File: config.mk
export PLATFORM = sky130hd
export DESIGN_NAME = stable_priority_queue_unit_flat
export DESIGN_NICKNAME = d
export VERILOG_FILES = /design/src/rtl/spq_pkg.sv /design/src/rtl/spq_cmd_if.sv /design/src/rtl/spq_res_if.sv /design/src/rtl/spq_ctrl.sv /design/src/rtl/spq_datapath.sv /design/src/rtl/stable_priority_queue_unit.sv /design/src/flat_wrapper.sv
export SDC_FILE = /design/constraint.sdc
export NUM_CORES = 1
export LEC_CHECK = 0
export BUFFER_PORTS_ARGS = -buffer_cell sky130_fd_sc_hd__buf_4
export CAP_MARGIN = 20
export CORE_MARGIN = 3
export CORE_UTILIZATION = 60
export CTS_CLUSTER_SIZE = 20
export DETAILED_ROUTE_END_ITERATION = 16
export HOLD_SLACK_MARGIN = 0.15
export PLACE_DENSITY = 0.8
export SLEW_MARGIN = 20
export SYNTH_ARGS = -nofsm -noshare
export SYNTH_HDL_FRONTEND = slang
export SYNTH_SLANG_ARGS = --single-unit
File: constraint.sdc
create_clock -name i_clk -period 6.4 [get_ports i_clk]
set_input_delay 0 -clock i_clk [delete_from_list [all_inputs] [get_ports i_clk]]
set_output_delay 0 -clock i_clk [all_outputs]
set_load 0.1 [all_outputs]
File: src/rtl/spq_pkg.sv
// Shared types and constants for the stable priority queue.
// No dependencies; every other file in the project depends on this package.
package spq_pkg;

    localparam int unsigned QUEUE_DEPTH_DEF = 16;
    localparam int unsigned PRIO_W          = 8;
    localparam int unsigned ID_W            = 16;
    localparam int unsigned COUNT_W         = 5;

    typedef enum logic {
        CMD_INSERT = 1'b0,
        CMD_REMOVE = 1'b1
    } t_command;

    typedef struct packed {
        logic exec;
    } t_dp_cmd;

    typedef struct packed {
        logic               removed_valid;
        logic [ID_W-1:0]    removed_id;
        logic [PRIO_W-1:0]  removed_priority;
        logic [COUNT_W-1:0] entry_count;
        logic               queue_empty;
        logic               insert_dropped;
    } t_result;

endpackage

File: src/rtl/spq_cmd_if.sv
// Handshake channel that carries insert and remove commands into the queue.
// Depends on spq_pkg for field widths.
interface spq_cmd_if;
    logic                         valid;
    logic                         ready;
    logic                         command;
    logic [spq_pkg::PRIO_W-1:0]   entry_priority;
    logic [spq_pkg::ID_W-1:0]     entry_id;

    modport source (output valid, command, entry_priority, entry_id, input ready);
    modport sink   (input valid, command, entry_priority, entry_id, output ready);
endinterface

File: src/rtl/spq_res_if.sv
// Handshake channel that carries one result per command out of the queue.
// Depends on spq_pkg for field widths.
interface spq_res_if;
    logic                          valid;
    logic                          ready;
    logic                          removed_valid;
    logic [spq_pkg::ID_W-1:0]      removed_id;
    logic [spq_pkg::PRIO_W-1:0]    removed_priority;
    logic [spq_pkg::COUNT_W-1:0]   entry_count;
    logic                          queue_empty;
    logic                          insert_dropped;

    modport source (output valid, removed_valid, removed_id, removed_priority,
                    entry_count, queue_empty, insert_dropped, input ready);
    modport sink   (input valid, removed_valid, removed_id, removed_priority,
                    entry_count, queue_empty, insert_dropped, output ready);
endinterface

File: src/rtl/spq_ctrl.sv
// Handshake controller: accepts a command, issues it to the datapath and
// holds the result until it is taken. Depends on spq_pkg.
module spq_ctrl (
    input  logic              i_clk,
    input  logic              i_rst_n,
    input  logic              i_in_valid,
    input  logic              i_out_ready,
    output logic              o_in_ready,
    output logic              o_out_valid,
    output spq_pkg::t_dp_cmd  o_cmd
);
    import spq_pkg::*;

    typedef enum logic [1:0] {
        ST_IDLE = 2'b01,
        ST_HOLD = 2'b10
    } t_state;

    t_state r_state;
    t_state n_state;

    always_comb begin
        o_in_ready = (r_state == ST_IDLE) || i_out_ready;
        o_cmd.exec = i_in_valid && o_in_ready;
        case (r_state)
            ST_IDLE: begin
                n_state = o_cmd.exec ? ST_HOLD : ST_IDLE;
            end
            ST_HOLD: begin
                if (o_cmd.exec) begin
                    n_state = ST_HOLD;
                end else if (i_out_ready) begin
                    n_state = ST_IDLE;
                end else begin
                    n_state = ST_HOLD;
                end
            end
            default: begin
                n_state = ST_IDLE;
            end
        endcase
    end

    assign o_out_valid = (r_state == ST_HOLD);

    always_ff @(posedge i_clk) begin
        if (!i_rst_n) begin
            r_state <= ST_IDLE;
        end else begin
            r_state <= n_state;
        end
    end
endmodule

File: src/rtl/spq_datapath.sv
// Datapath: a row of compare-and-shift slots, the occupancy counter and the
// result register. Depends on spq_pkg.
module spq_datapath #(
    parameter int unsigned Depth = spq_pkg::QUEUE_DEPTH_DEF
) (
    input  logic                        i_clk,
    input  logic                        i_rst_n,
    input  spq_pkg::t_dp_cmd            i_cmd,
    input  logic                        i_command,
    input  logic [spq_pkg::PRIO_W-1:0]  i_prio,
    input  logic [spq_pkg::ID_W-1:0]    i_id,
    output spq_pkg::t_result            o_result
);
    import spq_pkg::*;

    localparam int unsigned OccW = $clog2(Depth + 1);

    logic [PRIO_W-1:0] r_slot_prio [Depth];
    logic [ID_W-1:0]   r_slot_id   [Depth];
    logic [PRIO_W-1:0] n_slot_prio [Depth];
    logic [ID_W-1:0]   n_slot_id   [Depth];
    logic [OccW-1:0]   r_occ;
    logic [OccW-1:0]   n_occ;
    t_result           r_res;
    t_result           n_res;
    logic [Depth-1:0]  w_ge;
    logic              w_full;
    logic              w_empty;
    logic              w_is_remove;
    logic              w_do_insert;
    logic              w_do_remove;

    assign w_full      = (r_occ == OccW'(Depth));
    assign w_empty     = (r_occ == '0);
    assign w_is_remove = (i_command == CMD_REMOVE);
    assign w_do_insert = i_cmd.exec && !w_is_remove && !w_full;
    assign w_do_remove = i_cmd.exec && w_is_remove && !w_empty;

    for (genvar k = 0; k < Depth; k++) begin : g_slot
        assign w_ge[k] = (OccW'(k) < r_occ) && (r_slot_prio[k] >= i_prio);

        always_comb begin
            n_slot_prio[k] = r_slot_prio[k];
            n_slot_id[k]   = r_slot_id[k];
            if (w_do_insert && !w_ge[k]) begin
                if (k == 0) begin
                    n_slot_prio[k] = i_prio;
                    n_slot_id[k]   = i_id;
                end else if (w_ge[(k == 0) ? 0 : k - 1]) begin
                    n_slot_prio[k] = i_prio;
                    n_slot_id[k]   = i_id;
                end else begin
                    n_slot_prio[k] = r_slot_prio[(k == 0) ? 0 : k - 1];
                    n_slot_id[k]   = r_slot_id[(k == 0) ? 0 : k - 1];
                end
            end else if (w_do_remove && (k + 1 < Depth)) begin
                n_slot_prio[k] = r_slot_prio[(k + 1 < Depth) ? k + 1 : k];
                n_slot_id[k]   = r_slot_id[(k + 1 < Depth) ? k + 1 : k];
            end
        end

        always_ff @(posedge i_clk) begin
            r_slot_prio[k] <= n_slot_prio[k];
            r_slot_id[k]   <= n_slot_id[k];
        end
    end

    always_comb begin
        n_occ = r_occ;
        if (w_do_insert) begin
            n_occ = r_occ + OccW'(1);
        end else if (w_do_remove) begin
            n_occ = r_occ - OccW'(1);
        end
        n_res                  = r_res;
        if (i_cmd.exec) begin
            n_res.removed_valid    = w_do_remove;
            n_res.removed_id       = w_do_remove ? r_slot_id[0] : '0;
            n_res.removed_priority = w_do_remove ? r_slot_prio[0] : '0;
            n_res.entry_count      = COUNT_W'(n_occ);
            n_res.queue_empty      = (n_occ == '0);
            n_res.insert_dropped   = !w_is_remove && w_full;
        end
    end

    always_ff @(posedge i_clk) begin
        if (!i_rst_n) begin
            r_occ <= '0;
        end else begin
            r_occ <= n_occ;
        end
    end

    always_ff @(posedge i_clk) begin
        r_res <= n_res;
    end

    assign o_result = r_res;
endmodule

File: src/rtl/stable_priority_queue_unit.sv
// Stable bounded priority queue: controller plus compare-and-shift datapath.
// Latency: a result is valid the cycle after its command transfer.
// Throughput: one command per cycle while the output is ready; every slot is updated
// in parallel and the result register is reloaded in the same cycle that it is taken.
// Reset: synchronous, active low; clears the occupancy and drops any result waiting
// to be taken. Slot contents and result fields are not reset, since only occupied
// slots and valid results are ever read.
module stable_priority_queue_unit #(
    parameter int unsigned QUEUE_DEPTH = spq_pkg::QUEUE_DEPTH_DEF
) (
    input  logic          i_clk,
    input  logic          i_rst_n,
    spq_cmd_if.sink       i_cmd,
    spq_res_if.source     o_res
);
    import spq_pkg::*;

    t_dp_cmd w_cmd;
    t_result w_result;

    spq_ctrl u_ctrl (
        .i_clk       (i_clk),
        .i_rst_n     (i_rst_n),
        .i_in_valid  (i_cmd.valid),
        .i_out_ready (o_res.ready),
        .o_in_ready  (i_cmd.ready),
        .o_out_valid (o_res.valid),
        .o_cmd       (w_cmd)
    );

    spq_datapath #(
        .Depth (QUEUE_DEPTH)
    ) u_datapath (
        .i_clk     (i_clk),
        .i_rst_n   (i_rst_n),
        .i_cmd     (w_cmd),
        .i_command (i_cmd.command),
        .i_prio    (i_cmd.entry_priority),
        .i_id      (i_cmd.entry_id),
        .o_result  (w_result)
    );

    assign o_res.removed_valid    = w_result.removed_valid;
    assign o_res.removed_id       = w_result.removed_id;
    assign o_res.removed_priority = w_result.removed_priority;
    assign o_res.entry_count      = w_result.entry_count;
    assign o_res.queue_empty      = w_result.queue_empty;
    assign o_res.insert_dropped   = w_result.insert_dropped;

    a_result_follows: assert property (@(posedge i_clk) disable iff (!i_rst_n)
        (i_cmd.valid && i_cmd.ready) |=> o_res.valid)
        else $error("No result after a command transfer.");

    a_remove_not_dropped: assert property (@(posedge i_clk) disable iff (!i_rst_n)
        (o_res.valid && o_res.removed_valid) |-> !o_res.insert_dropped)
        else $error("A remove result flags a dropped insert.");

    a_empty_remove_zero: assert property (@(posedge i_clk) disable iff (!i_rst_n)
        (o_res.valid && !o_res.removed_valid) |->
        (o_res.removed_id == '0 && o_res.removed_priority == '0))
        else $error("Result without a removed entry carries nonzero fields.");
endmodule
File: src/flat_wrapper.sv
// flat-port wrapper written by rule: the top's interface ports become plain ports
module stable_priority_queue_unit_flat import spq_pkg::*;
#(
    parameter int unsigned QUEUE_DEPTH = spq_pkg::QUEUE_DEPTH_DEF
)
  (i_clk, i_rst_n, i_cmd_valid, i_cmd_command, i_cmd_entry_priority, i_cmd_entry_id, i_cmd_ready, o_res_valid, o_res_removed_valid, o_res_removed_id, o_res_removed_priority, o_res_entry_count, o_res_queue_empty, o_res_insert_dropped, o_res_ready);
  spq_cmd_if i_cmd_i ();
  spq_res_if o_res_i ();
  input  logic i_clk;
  input  logic i_rst_n;
  input wire logic [$bits(i_cmd_i.valid)-1:0] i_cmd_valid;
  input wire logic [$bits(i_cmd_i.command)-1:0] i_cmd_command;
  input wire logic [$bits(i_cmd_i.entry_priority)-1:0] i_cmd_entry_priority;
  input wire logic [$bits(i_cmd_i.entry_id)-1:0] i_cmd_entry_id;
  output wire logic [$bits(i_cmd_i.ready)-1:0] i_cmd_ready;
  output wire logic [$bits(o_res_i.valid)-1:0] o_res_valid;
  output wire logic [$bits(o_res_i.removed_valid)-1:0] o_res_removed_valid;
  output wire logic [$bits(o_res_i.removed_id)-1:0] o_res_removed_id;
  output wire logic [$bits(o_res_i.removed_priority)-1:0] o_res_removed_priority;
  output wire logic [$bits(o_res_i.entry_count)-1:0] o_res_entry_count;
  output wire logic [$bits(o_res_i.queue_empty)-1:0] o_res_queue_empty;
  output wire logic [$bits(o_res_i.insert_dropped)-1:0] o_res_insert_dropped;
  input wire logic [$bits(o_res_i.ready)-1:0] o_res_ready;
  assign i_cmd_i.valid = i_cmd_valid;
  assign i_cmd_i.command = i_cmd_command;
  assign i_cmd_i.entry_priority = i_cmd_entry_priority;
  assign i_cmd_i.entry_id = i_cmd_entry_id;
  assign i_cmd_ready = i_cmd_i.ready;
  assign o_res_valid = o_res_i.valid;
  assign o_res_removed_valid = o_res_i.removed_valid;
  assign o_res_removed_id = o_res_i.removed_id;
  assign o_res_removed_priority = o_res_i.removed_priority;
  assign o_res_entry_count = o_res_i.entry_count;
  assign o_res_queue_empty = o_res_i.queue_empty;
  assign o_res_insert_dropped = o_res_i.insert_dropped;
  assign o_res_i.ready = o_res_ready;
  stable_priority_queue_unit #(.QUEUE_DEPTH(QUEUE_DEPTH)) u_core (.i_clk(i_clk), .i_rst_n(i_rst_n), .i_cmd(i_cmd_i), .o_res(o_res_i));
endmodule
==> key figures <==
Yosys
  • Leading area contributor after synthesis: edfxtp_1
  • Synthesized cell area: about 24000 um^2
  • Share of the synthesized area in the top cell type: 0.5276
  • Syn_area_per_cell: 11.30 um^2
  • Ys Warns: 0
  • Post-synth EDFFs: 416
  • Seq/Total Area, Yosys: 0.5335
  • FF+latch count, synth: between 400 and 500
  • Synth cell types: 53
  • Area contributors post-synth: edfxtp_1 53%, mux2i_1 14%, ha_1 7.1%, o21ai_0 6.4%, nand2_1 4.8%
  • Top FF cell, synth: edfxtp_1
  • Post-synthesis async set-or-reset flop share: 0
  • Syn Nets: 2259
  • Cells after Synth: ~2100

CTS
  • CTS root buffer: clkbuf_16
  • H-tree levels: 2
  • CTS buffer count: 45
  • TritonCTS clock tree: done
  • CTS Buffer Depth: 3
  • CTS sink cnt: about 420
  • Worst-Skew Late Latency: a little under 0.6 ns
  • Worst-path clk slew: roughly 0.06 ns
  • Cts repair resizes: 0
  • Setup Fix Bufs, Post-CTS: 0
  • Cts hold-fix bufs: 29

Floorplanning
  • Die area: 41880 um^2
  • Initial Utilization: 0.6098
  • Die span in y: 204.7 um
  • Chip Width: 204.7 um
  • Row cnt: 72
  • Core Area: 38830 um^2
  • I/O Pins: 63

Setup path
  • CP max stage cell: a2111oi_0
  • Critical Path RT: ~6.6 ns
  • CP delay by family, top: buffers and inverters
  • Setup crit start kind: input pin
  • Setup CP Type: input pin to flip-flop
  • Worst reg2reg path startpoint: u_core.u_datapath.r_occ[1]
  • CP bufs+invs: 4
  • CP arrival: around 3.7 ns
  • Crit path from: i_cmd_entry_priority[1]
  • CP max stage delay: around 0.76 ns
  • Crit end category: flip-flop
  • Worst Path Max Fanout: 25
  • Crit-path cells: dlygate4sd3_1 > buf_4 > inv_1 > ha_1 > a2111oi_0 > a2111oi_0 > a2bb2oi_4 > nand2b_1 > buf_4 > nand2_2

STA
  • Fin. max-slew vios: 0
  • Final period utilization: 0.5423
  • Hold Fails Final Rpt: 0
  • Slew @ Worst Pin: 1.058 ns
  • Final min period: around 3.5 ns
  • RSZ-0062 raised after global routing: false
  • Rel. slew slack: 0.2931
  • Final setup skew: 0.01830 ns
  • Setup Viol. Count Final: 0
  • Final worst slack: 2.929 ns
  • TNS Setup: 0 ns
  • FMAX: between 200 and 300 MHz

Detailed routing
  • Post-route antenna net violation count: 0
  • Via-to-Cell Ratio: 6.267
  • Via count: roughly 17000
  • Drt total wl: 59690 um
  • Routed wire per std cell: 22.25 um
  • Residual DRC count: 0
  • First-pass DRT Iterations: 6
  • First-iteration detailed-routing DRC count: 1600

Final layout
  • # diodes: 0
  • Area added between synthesis and finish: 10.83%
  • Layout cells sized above 1: 0.1035
  • NumNets Final: 2291

Global route
  • Vias in the first global route: between 15000 and 20000
  • First-pass GRT wire length: 93070 um
  • Congestion Overflow GR: 0
  • GR Util All Layers: 0.2840
  • Largest net degree at the start of global routing: 50
  • Antenna violations before repair: 0

Run status
  • Status: complete, no violations

Pwr
  • Worst VDD drop: 0.0002153 V
  • Leakage: 9.873 nW
  • Cell Pwr Density: 359.3 nW/um^2

Worst hold path
  • Hold path start: i_rst_n
  • Tightest Hold Check Type: input pin to flip-flop

Placement
  • Port-buffer cells: 62
  • Post-detail-place hpwl: 40030 um
  • Post-place setup slack: 2.562 ns
  • Final RePlAce weighted congestion: between 0.9 and 1

Run
  • Max_cap viols: 0
-- Yosys cell counts, types with 5 or more instances --
master and count:
a2111oi_0 5, buf_6 6, or2_2 6, nand2b_1 17
o21a_1 5, o21ai_0 304, mux2i_1 330, nor2_1 100
a2111o_1 9, a21oi_1 135, dfxtp_1 7, inv_1 40
nand2_1 301, buf_4 12, and2_1 30, edfxtp_1 416
mux2_1 19, nand4_1 16, a21o_1 9, mux2_2 22
ha_1 134, buf_2 40, clkbuf_1 87
-- per-layer routing --
metal / wire length (um) / part of all wire / vias to the layer above / global-route usage
li1: - / - / 7761 / -
met1: 24280 / 0.41 / 8135 / 0.3748
met4: 2243 / 0.038 / 0 / 0.1182
met2: 28530 / 0.48 / 794 / 0.4723
met3: 4637 / 0.078 / 124 / 0.04275
met5: 0 / 0 / - / 0
-- power by group --
| group | internal [W] | switching [W] |
|---|---|---|
| clock | 0.00149 | 0.00110 |
| sequential | 0.00389 | 0.000377 |
| combinational | 0.000893 | 0.00169 |
| total | 0.00627 | 0.00316 |
-- flip-flops by register name, indices dropped and copies added (netlist names) --
signal	count
u_core.u_datapath.o_result	32
u_core.u_datapath.r_occ	5
u_core.u_datapath.r_slot_prio	128
u_core.u_ctrl.r_state	2
u_core.u_datapath.r_slot_id	256
-- worst min-delay path, delay by kind of cell --
kind | cells | cell delay [ns]
buffers and inverters | 2 | 0.66
AND/OR/NAND/NOR | 1 | 0.11
-- logic make-up (layout without fill, tap and decap cells) --
group,Yosys count,after routing,synth area share
and+or+nand+nor,488,488,0.08788
muxes,371,371,0.1590
buffers and inverters,186,255,0.03540
AOI/OAI and AO/OA,490,490,0.1119
DFF,423,423,0.5335
xor gates and xnor gates,4,4,0.001480
adders and majority gates,134,134,0.07081
-- per-stage QoR --
step	hold slack (ns)	cell area (um^2)	std cells	utilization	total power [W]
finish	0.2150	26240	2683	0.6759	0.009429
global route	0.2249	26240	2683	0.6759	0.009872
CTS	0.1815	26240	2683	0.6757	0.009431
detailed placement	0.2359	24490	2570	0.6308	0.006816
global placement	0.2300	24490	2570	0.6307	0.006713
floorplan	0.1125	23680	2096	-	0.006036
-- placed cells by master (no fill, tap or decap), types with 5 or more instances in the layout --
master	n
a2111o_1	9
a2111oi_0	5
a21o_1	8
a21oi_1	133
and2_1	30
buf_4	101
clkbuf_1	8
clkbuf_16	46
clkinv_1	14
clkinv_2	5
dfxtp_1	7
dlygate4sd3_1	29
edfxtp_1	416
ha_1	134
inv_1	39
mux2_1	19
mux2_2	22
mux2i_1	330
nand2_1	298
nand2b_1	17
nand4_1	16
nor2_1	93
nor2_2	8
o21a_1	5
o21ai_0	296
o21ai_2	8
or2_2	6
-- path summary, 6_finish.rpt --
check                                         end  slack (ns)  cells past startpoint
max            u_core.u_datapath.r_slot_id[0][12]        2.93                     10
min                    u_core.u_datapath.r_occ[4]        0.21                      3
max reg2reg  u_core.u_datapath.r_slot_prio[0][33]        3.12                      7
min reg2reg    u_core.u_datapath.r_slot_id[1][41]        0.56                      2
-- final cells by class --
cell class              count  area, um^2
multi-input cells        1487       10300
fillers                  2798       12590
inverters                  41       153.9
repair buffers            130        1049
clock inverters            26       219.0
flip-flops and latches    423       12630
well taps                 518       648.1
clock buffers              58        1236
No activity file was read; power rests on OpenSTA's default activity.
